$ cat src/hdl/txtovl_pkg.sv
// Shared constants, register indexes and the 5x7 font for the text band overlay.
package txtovl_pkg;

  localparam int LINE_WIDTH = 320;
  localparam int BAND_ROWS  = 24;
  localparam int MAX_CHARS  = 64;

  localparam int GLYPH_ROWS     = 7;
  localparam int GLYPH_COLS     = 5;
  localparam int TEXT_START_COL = 3;
  localparam int CELL_COLS      = 6;

  localparam int COL_W   = $clog2(LINE_WIDTH);
  localparam int ROW_W   = $clog2(BAND_ROWS + 8);
  localparam int ADDR_W  = $clog2(MAX_CHARS);
  localparam int COUNT_W = $clog2(MAX_CHARS + 1);

  // Reciprocals of the cell width (6, 12, 18) scaled by 2^RECIP_SHIFT.
  // They give an exact quotient for every column below the line width.
  localparam int RECIP_SHIFT = 12;
  localparam logic [9:0] RECIP_S1 = 10'd683;
  localparam logic [9:0] RECIP_S2 = 10'd342;
  localparam logic [9:0] RECIP_S3 = 10'd228;

  // Configuration register indexes.
  typedef enum logic [0:0] {
    REG_SCALE      = 1'b0,
    REG_TEXT_COLOR = 1'b1
  } cfg_reg_t;

  localparam logic [1:0]  SCALE_RESET = 2'd2;
  localparam logic [15:0] COLOR_RESET = 16'd61343;

  // Glyph of a character code, top row in the most significant five bits and
  // bit 4 of each row being the leftmost column. Unknown codes are blank.
  function automatic logic [34:0] glyph(input logic [7:0] code_in);
    logic [7:0]  code;
    logic [34:0] g;
    code = code_in;
    if (code >= 8'h61 && code <= 8'h7a) begin
      code = code - 8'h20;
    end
    case (code)
      8'h30: g = {5'd14, 5'd17, 5'd19, 5'd21, 5'd25, 5'd17, 5'd14};
      8'h31: g = {5'd4,  5'd12, 5'd4,  5'd4,  5'd4,  5'd4,  5'd14};
      8'h32: g = {5'd14, 5'd17, 5'd1,  5'd2,  5'd4,  5'd8,  5'd31};
      8'h33: g = {5'd30, 5'd1,  5'd1,  5'd14, 5'd1,  5'd1,  5'd30};
      8'h34: g = {5'd2,  5'd6,  5'd10, 5'd18, 5'd31, 5'd2,  5'd2};
      8'h35: g = {5'd31, 5'd16, 5'd16, 5'd30, 5'd1,  5'd1,  5'd30};
      8'h36: g = {5'd14, 5'd16, 5'd16, 5'd30, 5'd17, 5'd17, 5'd14};
      8'h37: g = {5'd31, 5'd1,  5'd2,  5'd4,  5'd8,  5'd8,  5'd8};
      8'h38: g = {5'd14, 5'd17, 5'd17, 5'd14, 5'd17, 5'd17, 5'd14};
      8'h39: g = {5'd14, 5'd17, 5'd17, 5'd15, 5'd1,  5'd1,  5'd14};
      8'h41: g = {5'd14, 5'd17, 5'd17, 5'd31, 5'd17, 5'd17, 5'd17};
      8'h42: g = {5'd30, 5'd17, 5'd17, 5'd30, 5'd17, 5'd17, 5'd30};
      8'h43: g = {5'd14, 5'd17, 5'd16, 5'd16, 5'd16, 5'd17, 5'd14};
      8'h44: g = {5'd30, 5'd17, 5'd17, 5'd17, 5'd17, 5'd17, 5'd30};
      8'h45: g = {5'd31, 5'd16, 5'd16, 5'd30, 5'd16, 5'd16, 5'd31};
      8'h46: g = {5'd31, 5'd16, 5'd16, 5'd30, 5'd16, 5'd16, 5'd16};
      8'h47: g = {5'd14, 5'd17, 5'd16, 5'd23, 5'd17, 5'd17, 5'd15};
      8'h48: g = {5'd17, 5'd17, 5'd17, 5'd31, 5'd17, 5'd17, 5'd17};
      8'h49: g = {5'd14, 5'd4,  5'd4,  5'd4,  5'd4,  5'd4,  5'd14};
      8'h4a: g = {5'd7,  5'd2,  5'd2,  5'd2,  5'd2,  5'd18, 5'd12};
      8'h4b: g = {5'd17, 5'd18, 5'd20, 5'd24, 5'd20, 5'd18, 5'd17};
      8'h4c: g = {5'd16, 5'd16, 5'd16, 5'd16, 5'd16, 5'd16, 5'd31};
      8'h4d: g = {5'd17, 5'd27, 5'd21, 5'd21, 5'd17, 5'd17, 5'd17};
      8'h4e: g = {5'd17, 5'd25, 5'd21, 5'd19, 5'd17, 5'd17, 5'd17};
      8'h4f: g = {5'd14, 5'd17, 5'd17, 5'd17, 5'd17, 5'd17, 5'd14};
      8'h50: g = {5'd30, 5'd17, 5'd17, 5'd30, 5'd16, 5'd16, 5'd16};
      8'h51: g = {5'd14, 5'd17, 5'd17, 5'd17, 5'd21, 5'd18, 5'd13};
      8'h52: g = {5'd30, 5'd17, 5'd17, 5'd30, 5'd20, 5'd18, 5'd17};
      8'h53: g = {5'd15, 5'd16, 5'd16, 5'd14, 5'd1,  5'd1,  5'd30};
      8'h54: g = {5'd31, 5'd4,  5'd4,  5'd4,  5'd4,  5'd4,  5'd4};
      8'h55: g = {5'd17, 5'd17, 5'd17, 5'd17, 5'd17, 5'd17, 5'd14};
      8'h56: g = {5'd17, 5'd17, 5'd17, 5'd17, 5'd17, 5'd10, 5'd4};
      8'h57: g = {5'd17, 5'd17, 5'd17, 5'd21, 5'd21, 5'd21, 5'd10};
      8'h58: g = {5'd17, 5'd17, 5'd10, 5'd4,  5'd10, 5'd17, 5'd17};
      8'h59: g = {5'd17, 5'd17, 5'd10, 5'd4,  5'd4,  5'd4,  5'd4};
      8'h5a: g = {5'd31, 5'd1,  5'd2,  5'd4,  5'd8,  5'd16, 5'd31};
      8'h2d: g = {5'd0,  5'd0,  5'd0,  5'd14, 5'd0,  5'd0,  5'd0};
      8'h5f: g = {5'd0,  5'd0,  5'd0,  5'd0,  5'd0,  5'd0,  5'd31};
      8'h2e: g = {5'd0,  5'd0,  5'd0,  5'd0,  5'd0,  5'd0,  5'd4};
      8'h3a: g = {5'd0,  5'd0,  5'd4,  5'd0,  5'd0,  5'd4,  5'd0};
      8'h2f: g = {5'd1,  5'd2,  5'd2,  5'd4,  5'd8,  5'd8,  5'd16};
      8'h25: g = {5'd17, 5'd2,  5'd4,  5'd4,  5'd8,  5'd16, 5'd17};
      8'h2b: g = {5'd0,  5'd0,  5'd4,  5'd14, 5'd4,  5'd0,  5'd0};
      8'h2c: g = {5'd0,  5'd0,  5'd0,  5'd0,  5'd0,  5'd4,  5'd8};
      8'h3d: g = {5'd0,  5'd0,  5'd14, 5'd0,  5'd14, 5'd0,  5'd0};
      8'h23: g = {5'd0,  5'd10, 5'd31, 5'd10, 5'd31, 5'd10, 5'd0};
      8'h7c: g = {5'd4,  5'd4,  5'd4,  5'd4,  5'd4,  5'd4,  5'd4};
      8'h24: g = {5'd4,  5'd15, 5'd20, 5'd14, 5'd5,  5'd30, 5'd4};
      8'h28: g = {5'd0,  5'd2,  5'd4,  5'd4,  5'd4,  5'd2,  5'd0};
      8'h29: g = {5'd0,  5'd8,  5'd4,  5'd4,  5'd4,  5'd8,  5'd0};
      default: g = 35'd0;
    endcase
    return g;
  endfunction

  // Small quotient of a value by the scale (1..3); scale 3 uses 11/32.
  function automatic logic [4:0] div_by_scale(input logic [4:0] v, input logic [1:0] s);
    logic [9:0] p;
    logic [4:0] q;
    p = 10'(v) * 10'd11;
    case (s)
      2'd2:    q = v >> 1;
      2'd3:    q = p[9:5];
      default: q = v;
    endcase
    return q;
  endfunction

endpackage

$ cat src/hdl/txtovl_if.sv
// Handshake channels of the text band overlay: input items and result items.
interface txtovl_in_if import txtovl_pkg::*; (input logic clk);
  logic        valid;
  logic        ready;
  logic        command;
  logic        restart;
  logic [7:0]  char_code;
  logic [15:0] background_pixel;

  modport source (output valid, command, restart, char_code, background_pixel,
                  input ready);
  modport sink   (input valid, command, restart, char_code, background_pixel,
                  output ready);
endinterface

interface txtovl_out_if import txtovl_pkg::*; (input logic clk);
  logic        valid;
  logic        ready;
  logic [15:0] pixel_out;
  logic        text_hit;
  logic        band_end;

  modport source (output valid, pixel_out, text_hit, band_end, input ready);
  modport sink   (input valid, pixel_out, text_hit, band_end, output ready);
endinterface

$ cat src/hdl/scaled_5x7_text_band_overlay.sv
// Top level of the scaled 5x7 text band overlay: line store, raster counters and pipeline.
//
//   channel   direction  beat
//   in_ch     sink       one append (command 0) or one background pixel (command 1)
//   out_ch    source     one composited pixel per background pixel beat
//   cfg_*     write      scale (index 0) and text colour (index 1)
//
// One beat is accepted per cycle unless a stalled result has filled all stages before it.
// The stages are: input register (cell quotient), line store read, glyph lookup.
// Appends write the line store in the read stage, so order with pixels is kept.
// Each stage moves on when the one after it is empty or moving, so the input keeps
// accepting while bubbles remain behind a stalled result.
// Reset is synchronous; the line store is not cleared and needs no sweep.
module scaled_5x7_text_band_overlay
  import txtovl_pkg::*;
(
  input  logic         clk,
  input  logic         rst,
  txtovl_in_if.sink    in_ch,
  txtovl_out_if.source out_ch,
  input  logic         cfg_we,
  input  logic [0:0]   cfg_index,
  input  logic [15:0]  cfg_data
);

  // Configuration and raster state.
  logic [1:0]         scale;
  logic [15:0]        text_color;
  logic [COUNT_W-1:0] char_count;
  logic [COL_W-1:0]   column_counter;
  logic [ROW_W-1:0]   row_counter;

  // Stage A: accepted beat.
  logic               a_valid;
  logic               a_pix;
  logic               a_wr_en;
  logic [ADDR_W-1:0]  a_wr_addr;
  logic [7:0]         a_code;
  logic [COL_W-1:0]   a_c;
  logic               a_col_ok;
  logic [ADDR_W-1:0]  a_q;
  logic [ROW_W-1:0]   a_row;
  logic [1:0]         a_scale;
  logic [COUNT_W-1:0] a_cc;
  logic [15:0]        a_bg;
  logic               a_end;

  // Stage B: line store data and glyph position.
  logic               b_valid;
  logic [7:0]         b_code;
  logic               b_draw;
  logic [2:0]         b_gcol;
  logic [ROW_W-1:0]   b_grow;
  logic [15:0]        b_bg;
  logic               b_end;

  // Output register.
  logic               o_valid;
  logic [15:0]        o_pixel;
  logic               o_hit;
  logic               o_end;

  logic [7:0] line_store [MAX_CHARS];

  // Stage moves.
  logic load_o_ok, load_b_ok, load_a_ok, acc, move_ab, move_bo;

  assign load_o_ok = !o_valid || out_ch.ready;
  assign load_b_ok = !b_valid || load_o_ok;
  assign load_a_ok = !a_valid || load_b_ok;
  assign acc       = in_ch.valid && load_a_ok;
  assign move_ab   = a_valid && load_b_ok;
  assign move_bo   = b_valid && load_o_ok;
  assign in_ch.ready = load_a_ok;

  // Raster step and cell quotient at acceptance.
  logic [COL_W-1:0] c_full;
  logic [9:0]       recip;
  logic [18:0]      c_prod;
  logic [2:0]       seff;
  logic [5:0]       height;
  logic             col_wrap, row_wrap;

  always_comb begin
    c_full = column_counter - COL_W'(TEXT_START_COL);
    case (scale)
      2'd2:    recip = RECIP_S2;
      2'd3:    recip = RECIP_S3;
      default: recip = RECIP_S1;
    endcase
    c_prod   = 19'(c_full) * 19'(recip);
    seff     = (scale == 2'd0) ? 3'd1 : {1'b0, scale};
    height   = 6'(GLYPH_ROWS) * 6'(seff);
    col_wrap = (11'(column_counter) + 11'd1) >= 11'(LINE_WIDTH);
    row_wrap = (6'(row_counter) + 6'd1) >= height;
  end

  // Configuration writes.
  always_ff @(posedge clk) begin
    if (rst) begin
      scale      <= SCALE_RESET;
      text_color <= COLOR_RESET;
    end else if (cfg_we) begin
      case (cfg_reg_t'(cfg_index))
        REG_SCALE:      scale      <= cfg_data[1:0];
        REG_TEXT_COLOR: text_color <= cfg_data;
        default:        ;
      endcase
    end
  end

  // Counters and input register.
  always_ff @(posedge clk) begin
    if (rst) begin
      a_valid        <= 1'b0;
      char_count     <= '0;
      column_counter <= '0;
      row_counter    <= '0;
    end else begin
      if (acc) begin
        a_valid <= 1'b1;
      end else if (move_ab) begin
        a_valid <= 1'b0;
      end
      if (acc && !in_ch.command) begin
        if (in_ch.restart) begin
          char_count <= COUNT_W'(1);
        end else if (char_count < COUNT_W'(MAX_CHARS)) begin
          char_count <= char_count + COUNT_W'(1);
        end
      end
      if (acc && in_ch.command) begin
        if (col_wrap) begin
          column_counter <= '0;
          row_counter    <= row_wrap ? '0 : row_counter + ROW_W'(1);
        end else begin
          column_counter <= column_counter + COL_W'(1);
        end
      end
    end
  end

  always_ff @(posedge clk) begin
    if (acc) begin
      a_pix     <= in_ch.command;
      a_wr_en   <= in_ch.restart || (char_count < COUNT_W'(MAX_CHARS));
      a_wr_addr <= in_ch.restart ? '0 : char_count[ADDR_W-1:0];
      a_code    <= in_ch.char_code;
      a_c       <= c_full;
      a_col_ok  <= column_counter >= COL_W'(TEXT_START_COL);
      a_q       <= c_prod[RECIP_SHIFT +: ADDR_W];
      a_row     <= row_counter;
      a_scale   <= scale;
      a_cc      <= char_count;
      a_bg      <= in_ch.background_pixel;
      a_end     <= col_wrap && row_wrap;
    end
  end

  // Offset inside the cell and drawing conditions.
  logic [4:0]  cell_span;
  logic [10:0] cell_start;
  logic [COL_W-1:0] off;
  logic [4:0]  glyph_w;
  logic [11:0] cell_end;
  logic        draw;

  always_comb begin
    cell_span  = 5'(CELL_COLS) * 5'(a_scale);
    glyph_w    = 5'(GLYPH_COLS) * 5'(a_scale);
    cell_start = 11'(cell_span) * 11'(a_q);
    off        = a_c - cell_start[COL_W-1:0];
    cell_end   = 12'(TEXT_START_COL) + 12'(cell_start) + 12'(glyph_w);
    draw = (a_scale != 2'd0)
        && ((5'(GLYPH_ROWS) * 5'(a_scale)) <= 5'(BAND_ROWS))
        && a_col_ok
        && (COUNT_W'(a_q) < a_cc)
        && (off < COL_W'(glyph_w))
        && (cell_end <= 12'(LINE_WIDTH));
  end

  // Line store: pixels read and appends write in the same stage.
  always_ff @(posedge clk) begin
    if (move_ab) begin
      if (a_pix) begin
        b_code <= line_store[a_q];
      end else if (a_wr_en) begin
        line_store[a_wr_addr] <= a_code;
      end
    end
  end

  always_ff @(posedge clk) begin
    if (rst) begin
      b_valid <= 1'b0;
    end else if (load_b_ok) begin
      b_valid <= a_valid && a_pix;
    end
  end

  always_ff @(posedge clk) begin
    if (move_ab) begin
      b_draw <= draw;
      b_gcol <= 3'(div_by_scale(off[4:0], a_scale));
      b_grow <= ROW_W'(div_by_scale(5'(a_row), a_scale));
      b_bg   <= a_bg;
      b_end  <= a_end;
    end
  end

  // Glyph lookup and output register.
  logic [34:0] g_bits;
  logic [4:0]  row_bits;
  logic        hit;

  always_comb begin
    g_bits   = glyph(b_code);
    row_bits = 5'd0;
    if (b_grow < ROW_W'(GLYPH_ROWS)) begin
      row_bits = g_bits[6'(34) - 6'(b_grow[2:0]) * 6'd5 -: 5];
    end
    hit = b_draw && row_bits[3'd4 - b_gcol];
  end

  always_ff @(posedge clk) begin
    if (rst) begin
      o_valid <= 1'b0;
    end else if (load_o_ok) begin
      o_valid <= b_valid;
    end
  end

  always_ff @(posedge clk) begin
    if (move_bo) begin
      o_pixel <= hit ? text_color : b_bg;
      o_hit   <= hit;
      o_end   <= b_end;
    end
  end

  assign out_ch.valid     = o_valid;
  assign out_ch.pixel_out = o_pixel;
  assign out_ch.text_hit  = o_hit;
  assign out_ch.band_end  = o_end;

`ifndef SYNTHESIS
  a_count_max: assert property (@(posedge clk) disable iff (rst)
    char_count <= COUNT_W'(MAX_CHARS))
    else $error("line store count beyond capacity");

  a_col_range: assert property (@(posedge clk) disable iff (rst)
    column_counter < COL_W'(LINE_WIDTH))
    else $error("column counter beyond line width");

  a_hit_color: assert property (@(posedge clk) disable iff (rst)
    (out_ch.valid && out_ch.text_hit) |-> (out_ch.pixel_out == text_color))
    else $error("text pixel not in text colour");

  a_end_wrap: assert property (@(posedge clk) disable iff (rst)
    (acc && in_ch.command && col_wrap && row_wrap) |=>
      (column_counter == '0 && row_counter == '0))
    else $error("counters did not wrap at band end");

  a_no_stray: assert property (@(posedge clk) disable iff (rst)
    (b_valid && !load_o_ok) |=> b_valid)
    else $error("stalled pixel lost in read stage");
`endif

endmodule
$ cat src/flat_wrapper.sv
// flat-port wrapper written by rule: the top's interface ports become plain ports
module scaled_5x7_text_band_overlay_flat import txtovl_pkg::*;
  (clk, rst, cfg_we, cfg_index, cfg_data, in_ch_valid, in_ch_command, in_ch_restart, in_ch_char_code, in_ch_background_pixel, in_ch_ready, out_ch_valid, out_ch_pixel_out, out_ch_text_hit, out_ch_band_end, out_ch_ready);
  txtovl_in_if in_ch_i (.clk(clk));
  txtovl_out_if out_ch_i (.clk(clk));
  input  logic clk;
  input  logic rst;
  input  logic cfg_we;
  input  logic [0:0] cfg_index;
  input  logic [15:0] cfg_data;
  input wire logic [$bits(in_ch_i.valid)-1:0] in_ch_valid;
  input wire logic [$bits(in_ch_i.command)-1:0] in_ch_command;
  input wire logic [$bits(in_ch_i.restart)-1:0] in_ch_restart;
  input wire logic [$bits(in_ch_i.char_code)-1:0] in_ch_char_code;
  input wire logic [$bits(in_ch_i.background_pixel)-1:0] in_ch_background_pixel;
  output wire logic [$bits(in_ch_i.ready)-1:0] in_ch_ready;
  output wire logic [$bits(out_ch_i.valid)-1:0] out_ch_valid;
  output wire logic [$bits(out_ch_i.pixel_out)-1:0] out_ch_pixel_out;
  output wire logic [$bits(out_ch_i.text_hit)-1:0] out_ch_text_hit;
  output wire logic [$bits(out_ch_i.band_end)-1:0] out_ch_band_end;
  input wire logic [$bits(out_ch_i.ready)-1:0] out_ch_ready;
  assign in_ch_i.valid = in_ch_valid;
  assign in_ch_i.command = in_ch_command;
  assign in_ch_i.restart = in_ch_restart;
  assign in_ch_i.char_code = in_ch_char_code;
  assign in_ch_i.background_pixel = in_ch_background_pixel;
  assign in_ch_ready = in_ch_i.ready;
  assign out_ch_valid = out_ch_i.valid;
  assign out_ch_pixel_out = out_ch_i.pixel_out;
  assign out_ch_text_hit = out_ch_i.text_hit;
  assign out_ch_band_end = out_ch_i.band_end;
  assign out_ch_i.ready = out_ch_ready;
  scaled_5x7_text_band_overlay u_core (.clk(clk), .rst(rst), .in_ch(in_ch_i), .out_ch(out_ch_i), .cfg_we(cfg_we), .cfg_index(cfg_index), .cfg_data(cfg_data));
endmodule
$ cat config.mk
export PLATFORM = sky130hd
export DESIGN_NAME = scaled_5x7_text_band_overlay_flat
export DESIGN_NICKNAME = d
export VERILOG_FILES = /design/src/hdl/txtovl_pkg.sv /design/src/hdl/txtovl_if.sv /design/src/hdl/scaled_5x7_text_band_overlay.sv /design/src/flat_wrapper.sv
export SDC_FILE = /design/constraint.sdc
export NUM_CORES = 1
export LEC_CHECK = 0
export ABC_AREA = 1
export BUFFER_PORTS_ARGS = -buffer_cell sky130_fd_sc_hd__buf_2
export CORE_MARGIN = 4
export CORE_UTILIZATION = 45
export CTS_BUF_LIST = sky130_fd_sc_hd__clkbuf_2 sky130_fd_sc_hd__clkbuf_4 sky130_fd_sc_hd__clkbuf_8
export CTS_CLUSTER_SIZE = 20
export DETAILED_ROUTE_END_ITERATION = 16
export SLEW_MARGIN = 25
export SYNTH_ARGS = -nofsm -noshare
export SYNTH_HDL_FRONTEND = slang
export SYNTH_MEMORY_MAX_BITS = 65536
export SYNTH_SLANG_ARGS = --single-unit
$ cat constraint.sdc
create_clock -name clk -period 5.2 [get_ports clk]
set_clock_uncertainty 0.1 [all_clocks]
set_input_delay 1.04 -clock clk [delete_from_list [all_inputs] [get_ports clk]]
set_output_delay 1.04 -clock clk [all_outputs]
set_load 0.05 [all_outputs]
=== Word level (Yosys, flattened, before mapping) ===
Memory sizes are Yosys's and may differ from the RTL's. A register that Yosys moved wholly into a read port is not among the register bits.
Index checks and enable logic that the tools add are counted.

* Flip-flop bits (word level): 149
* RAM bits: 512
* Memory bits (read-only): 4480
* Input port bits: 48
* Logic and storage cells: 120
* Memories kept: 2

* Add/sub/neg operators: 12
* $mul: 9
* Magnitude comparators: 12
* Equal/unequal tests: 4
* Shift operators: 1
* Multiplexer cells: 20
* Bitwise operators: 1
* Reductions and logical operators: 31

{| class="wikitable"
|+ Memory list
! memory !! words !! bits a word !! rd ports !! clocked after Yosys merged registers in !! wr ports !! RTL line !! RTL
|-
| (name not given) || 128 || 35 || 1 || 0 || 0 || txtovl_pkg.sv:43 || <nowiki>case (code)</nowiki>
|-
| u_core.line_store || 64 || 8 || 1 || 1 || 1 || scaled_5x7_text_band_overlay.sv:63 || <nowiki>logic [7:0] line_store [MAX_CHARS];</nowiki>
|}

{| class="wikitable"
|+ Operators by type and width
! cell !! count
|-
| 39-bit by 7-bit indexed part select with 5-bit output || 1
|-
| 35-bit 2-to-1 mux || 1
|-
| 10-bit case mux with 2 select lines || 1
|-
| 9-bit by 10-bit multiplier with 18-bit output || 1
|-
| 16-bit 2-to-1 mux || 1
|-
| 1-bit logical AND || 14
|-
| 7-bit 2-to-1 mux || 2
|-
| 12-bit by 5-bit adder with 12-bit output || 1
|-
| 2-bit by 11-bit adder with 12-bit output, first input constant || 1
|-
| 12-bit by 9-bit <= comparator with 1-bit output, second input constant || 1
|-
| 11-bit by 9-bit greater-or-equal comparator with 1-bit output, second input constant || 1
|-
| 9-bit by 1-bit adder with 10-bit output, second input constant || 1
|-
| 3-bit by 2-bit multiplier with 5-bit output, first input constant || 2
|-
| 4-bit by 6-bit multiplier with 10-bit output || 1
|-
| 5-bit 2-to-1 mux || 2
|-
| 5-bit case mux with 2 select lines || 1
|-
| 2-bit AND reduction || 5
|-
| 9-bit by 1-bit adder with 9-bit output, second input constant || 1
|-
| 9-bit by 2-bit greater-or-equal comparator with 1-bit output, second input constant || 1
|-
| 9-bit by 5-bit < comparator with 1-bit output || 1
|-
| 5-bit by 4-bit multiplier with 9-bit output, second input constant || 1
|-
| 9-bit 2-to-1 mux || 1
|-
| 9-bit by 2-bit subtractor with 9-bit output, second input constant || 1
|-
| 9-bit subtractor || 1
|-
| other kinds (29) || 46
|}

=== Depth between registers and ports, before layout ===
An unclocked memory read counts as a cell.

* Depth in word-level cells: 11
* Gate-level depth with buffers: 28

=== Worst setup path before layout ===
Ideal clock, no wire load.

* Path type: register to register
* From: register u_core.a_q[0]
* To: register u_core.b_gcol[2] (data pin)
* Arrival time: 5.306 ns
* Data required time: 4.829 ns
* Setup slack: -0.477 ns
* Cell stages (with the launch flop): 25
* Buffers on the path: 4
* Cell sequence: edfxtp_1 -> clkbuf_1 -> clkbuf_1 -> clkbuf_1 -> clkbuf_1 -> nand2_1 -> fa_1 -> inv_1 -> fa_1 -> inv_1 -> fa_1 -> ha_1 -> or2_2 -> nand2_1 -> inv_1 -> fa_1 -> ha_1 -> a21oi_1 -> inv_1 -> nand2_1 -> a21oi_1 -> nor2_1 -> nand2_1 -> nand2_1 -> o221ai_1

* Word-level cells in the longest chain between the ends: 4

{| class="wikitable"
|+ RTL lines
! item !! RTL line !! RTL
|-
| from (decl) || scaled_5x7_text_band_overlay.sv:41 || <nowiki>logic [ADDR_W-1:0] a_q;</nowiki>
|-
| from (signal assigned) || scaled_5x7_text_band_overlay.sv:151 || <nowiki>a_q <= c_prod[RECIP_SHIFT +: ADDR_W];</nowiki>
|-
| 4-bit by 6-bit multiplier with 10-bit output * || scaled_5x7_text_band_overlay.sv:171 || <nowiki>cell_start = 11'(cell_span) * 11'(a_q);</nowiki>
|-
| 9-bit subtractor * || scaled_5x7_text_band_overlay.sv:172 || <nowiki>off = a_c - cell_start[COL_W-1:0];</nowiki>
|-
| 5-bit by 4-bit multiplier with 8-bit output || txtovl_pkg.sv:103 || <nowiki>p = 10'(v) * 10'd11;</nowiki>
|-
| 3-bit case mux with 2 select lines * || txtovl_pkg.sv:104 || <nowiki>case (s)</nowiki>
|-
| to (signal assigned) || scaled_5x7_text_band_overlay.sv:204 || <nowiki>b_gcol <= 3'(div_by_scale(off[4:0], a_scale));</nowiki>
|-
| to (decl) || scaled_5x7_text_band_overlay.sv:52 || <nowiki>logic [2:0] b_gcol;</nowiki>
|}

Every way passes the cells marked *; elsewhere a longest branch is shown, timed or not.
A chain may end at the register's enable or synchronous reset.

=== Worst setup path in the final report ===
* From: register u_core.a_scale[1]
* To: register u_core.b_gcol[2] (data pin)

* Word-level cells in the longest chain between the ends: 5

{| class="wikitable"
|+ RTL lines
! item !! RTL line !! RTL
|-
| from (decl) || scaled_5x7_text_band_overlay.sv:43 || <nowiki>logic [1:0] a_scale;</nowiki>
|-
| from (signal assigned) || scaled_5x7_text_band_overlay.sv:153 || <nowiki>a_scale <= scale;</nowiki>
|-
| 2-bit by 2-bit multiplier with 4-bit output || scaled_5x7_text_band_overlay.sv:169 || <nowiki>cell_span = 5'(CELL_COLS) * 5'(a_scale);</nowiki>
|-
| 4-bit by 6-bit multiplier with 10-bit output || scaled_5x7_text_band_overlay.sv:171 ||
|-
| 9-bit subtractor || scaled_5x7_text_band_overlay.sv:172 ||
|-
| 5-bit by 4-bit multiplier with 8-bit output || txtovl_pkg.sv:103 ||
|-
| 3-bit case mux with 2 select lines * || txtovl_pkg.sv:104 ||
|}

Marks and branches as above.

==> impl_metrics.yaml <==
global_routing:
  grtUsageMet1: 0.3172
  grt_max_degree: 102
  grtUsageTotal: 0.2176
  grt_pass1_wl_um: 139700
  first_global_vias: 24690
  grt_overflow: 0
  use_met2: 0.3358
  antenna_found_initial: 2
  grt_use_met3: 0.03695
  busiest_layer: "met2"
setup_path:
  crit_path_start_kind: "register"
  cp_max_fo: 5
  worstPathArrival_ns: 5.33
  end_kind: "register"
  path_class: "register to register"
  critical_path_required_ns: 5.53
finish:
  layout_common_cells: "edfxtp_1 (627), nor2_1 (529), nand2_1 (484), o21ai_0 (375), nand3_1 (279)"
  fin_nets: 3796
  drive_above_1_share: 0.1178
  instances_no_fill: 4612
  area_delta_synth_final_pct: 12.16
  final_common_cell: "edfxtp_1"
  fill_cells: 6778
  post-route-util: 0.5124
sta:
  finalHoldViolations: 0
  setup_viol_count_final: 0
  min_period_ns: 5.001
  clock.fmax_ghz: 0.2000
  slew_headroom: 0.3569
  finalCritPeriodShare: 0.9618
  final.setup.tns_ns: 0
  fin_ws_ns: 0.1988
  finalMaxSlewViolations: 0
  worstMarginPinSlew_ns: 0.9635
pwr:
  power_density_mw_per_mm2: 527.7
  p_clk_frac: 0.221
  swShare: 0.4106
  switching_power_mw: 8.321
  peakVddDrop_v: 0.0004317
  p_leak_nw: 14.88
  finalPower_mw: 20.27
  pwr-share-seq: 0.309
  p_comb_frac: 0.469
  p_int_mw: 11.94
routing:
  detail_route.vias_per_cell: 5.597
  drcViolationCount: 0
  drt_iter0_drc: 2418
  num_vias: 25810
  wl_um: 89900
  wire_per_inst_um: 19.49
  first_pass_iters: 5
  postRouteAntennaNets: 0
floorplan:
  die_area_mm2: 0.08057
  initial_core_util: 0.4569
  top_level_ports: 68
  rows: 100
  die_w_um: 283.9
  die_h_um: 283.9
  core_mm2: 0.07495
logic_synthesis:
  synth-seq-cells: 669
  syn_nets: 3676
  syn_inst: 3442
  ys.flop_type: "edfxtp_1"
  synth_area_leaders: "edfxtp_1 (55%), nor2_1 (5.9%), o21ai_0 (5.5%)"
  synth_warnings: 0
  synth_edf_count: 627
  syn-cell-area_mm2: 0.03424
  ys_seq_area_frac: 0.5744
  synth_top_area_cell: "edfxtp_1"
  postSynthAreaPerCell_um2: 9.948
  synth_top_cell_area_share: 0.5499
  yosysUniqueCellTypes: 41
  synthArstFlopShare: 0
clock_tree:
  cts_tree: "yes"
  cts_buffers: 104
  cts_buffer_depth: 3
  htree_levels: 3
  clock_sinks: 669
  cts.clk_slew.worst_paths_ns: 0.06
  ctsHoldBuffers: 0
  cts_root_buf: "clkbuf_8"
  clock_latency_ns: 0.74
placed_design:
  hpwlAfterDp_um: 57400
  dp_slack_ns: -0.1924
  port_buffers: 67
  gp_congestion: 0.9250
  dp.cells: 4416
run:
  drv_cap: 0
outcome:
  status: "finished clean"
min_path:
  hp-class: "register to register"
==> what timing repair did <==
action,in CTS,in global routing
pin swaps,3,23
resized for setup,3,44
buffers inserted,4,5
endpoints found under the setup margin,4,7
==> synthesized netlist by cell type (21+ instances only) <==
cell type  count
a21oi_1       69
clkbuf_1     142
dfxtp_1       42
edfxtp_1     627
fa_1          66
ha_1         120
inv_1        283
nand2_1      492
nand3_1      279
nand4_1       60
nor2_1       535
nor3_1        24
o21ai_0      377
o221ai_1      21
o22ai_1      138
xor2_1        21
==> cell type report <==
| cell class | count | area, um2 | area share |
|---|---|---|---|
| Clock inverter | 38 | 304.0 | 0.007917 |
| Inverter | 289 | 1091 | 0.02841 |
| Sequential cell | 669 | 19670 | 0.5122 |
| Multi-Input combinational cell | 2298 | 12910 | 0.3361 |
| Clock buffer | 147 | 1810 | 0.04714 |
| Timing Repair Buffer | 200 | 1404 | 0.03655 |
| Antenna cell | 2 | 5.005 | 0.0001303 |
| Tap cell | 969 | 1212 | 0.03157 |
==> worst max-delay path, stage by stage (launching register included) <==
cell,delay [ns]
edfxtp_1,0.42
inv_2,0.08
ha_4,0.27
nand2_1,0.06
fa_1,0.49
inv_1,0.05
fa_1,0.50
inv_1,0.07
fa_2,0.58
ha_4,0.22
or2_2,0.30
nand2_2,0.09
inv_2,0.05
fa_1,0.47
ha_1,0.29
a21oi_1,0.12
inv_1,0.07
nand2_2,0.07
a21oi_1,0.07
nor2_1,0.14
nand2_1,0.07
nand2_1,0.07
o221ai_2,0.09
==> registers in the layout, indices dropped and copies added (netlist names), 2 cells and up <==
register                 count
u_core.a_scale               2
u_core.b_grow                5
u_core.line_store          512
u_core.scale                 2
u_core.b_code                8
u_core.text_color           16
u_core.row_counter           5
u_core.column_counter        9
u_core.a_code                8
u_core.a_c                   9
u_core.b_bg                 16
u_core.a_bg                 16
u_core.char_count            7
u_core.a_row                 5
u_core.b_gcol                3
u_core.a_cc                  7
u_core.out_ch.pixel_out     16
u_core.a_q                   6
u_core.a_wr_addr             6
==> through the flow <==
stage / hold WS [ns] / area [um2]
final: 0.3146 / 38400
after global routing: 0.3208 / 38400
after CTS: 0.3068 / 38200
after detailed placement: 0.3045 / 36040
after global placement: 0.3011 / 36040
after floorplan: 0.3003 / 34280
==> power groups by stage <==
stage / sequential [mW] / combinational, mW / clock, mW
2_1_floorplan: 6.40 / 6.51 / 0
3_3_place_gp: 6.38 / 9.15 / 0
3_5_place_dp: 6.38 / 9.26 / 0
5_1_grt: 6.28 / 10.8 / 4.84
6_report: 6.27 / 9.51 / 4.48
4_1_cts: 6.27 / 9.33 / 4.58
==> metal layers <==
layer | up-vias | part of all wire
li1 | 12290 | -
met1 | 12520 | 0.45
met2 | 854 | 0.46
met3 | 156 | 0.069
met4 | 0 | 0.024
met5 | - | 0
==> logic make-up (layout without fill, tap and decap cells) <==
family / count (synthesis) / after routing / share of synthesized area
buffers and inverters: 475 / 674 / 0.05401
DFF: 669 / 669 / 0.5744
and+or+nand+nor: 1412 / 1412 / 0.1725
AOI/OAI and AO/OA: 664 / 664 / 0.1075
adders and majority gates: 186 / 186 / 0.08244
other: 0 / 2 / 0
xor gates and xnor gates: 36 / 36 / 0.009208
==> path summary, 6_finish.rpt <==
| path | cells after the start | slack [ns] | start | endpoint |
|---|---|---|---|---|
| min | 0 | 0.31 | u_core.a_bg[1] | u_core.b_bg[1] |
| min reg2reg | 0 | 0.31 | u_core.a_bg[1] | u_core.b_bg[1] |
| max reg2reg | 22 | 0.20 | u_core.a_scale[1] | u_core.b_gcol[2] |
| max | 22 | 0.20 | u_core.a_scale[1] | u_core.b_gcol[2] |
Power figures use the tool's default switching activity.
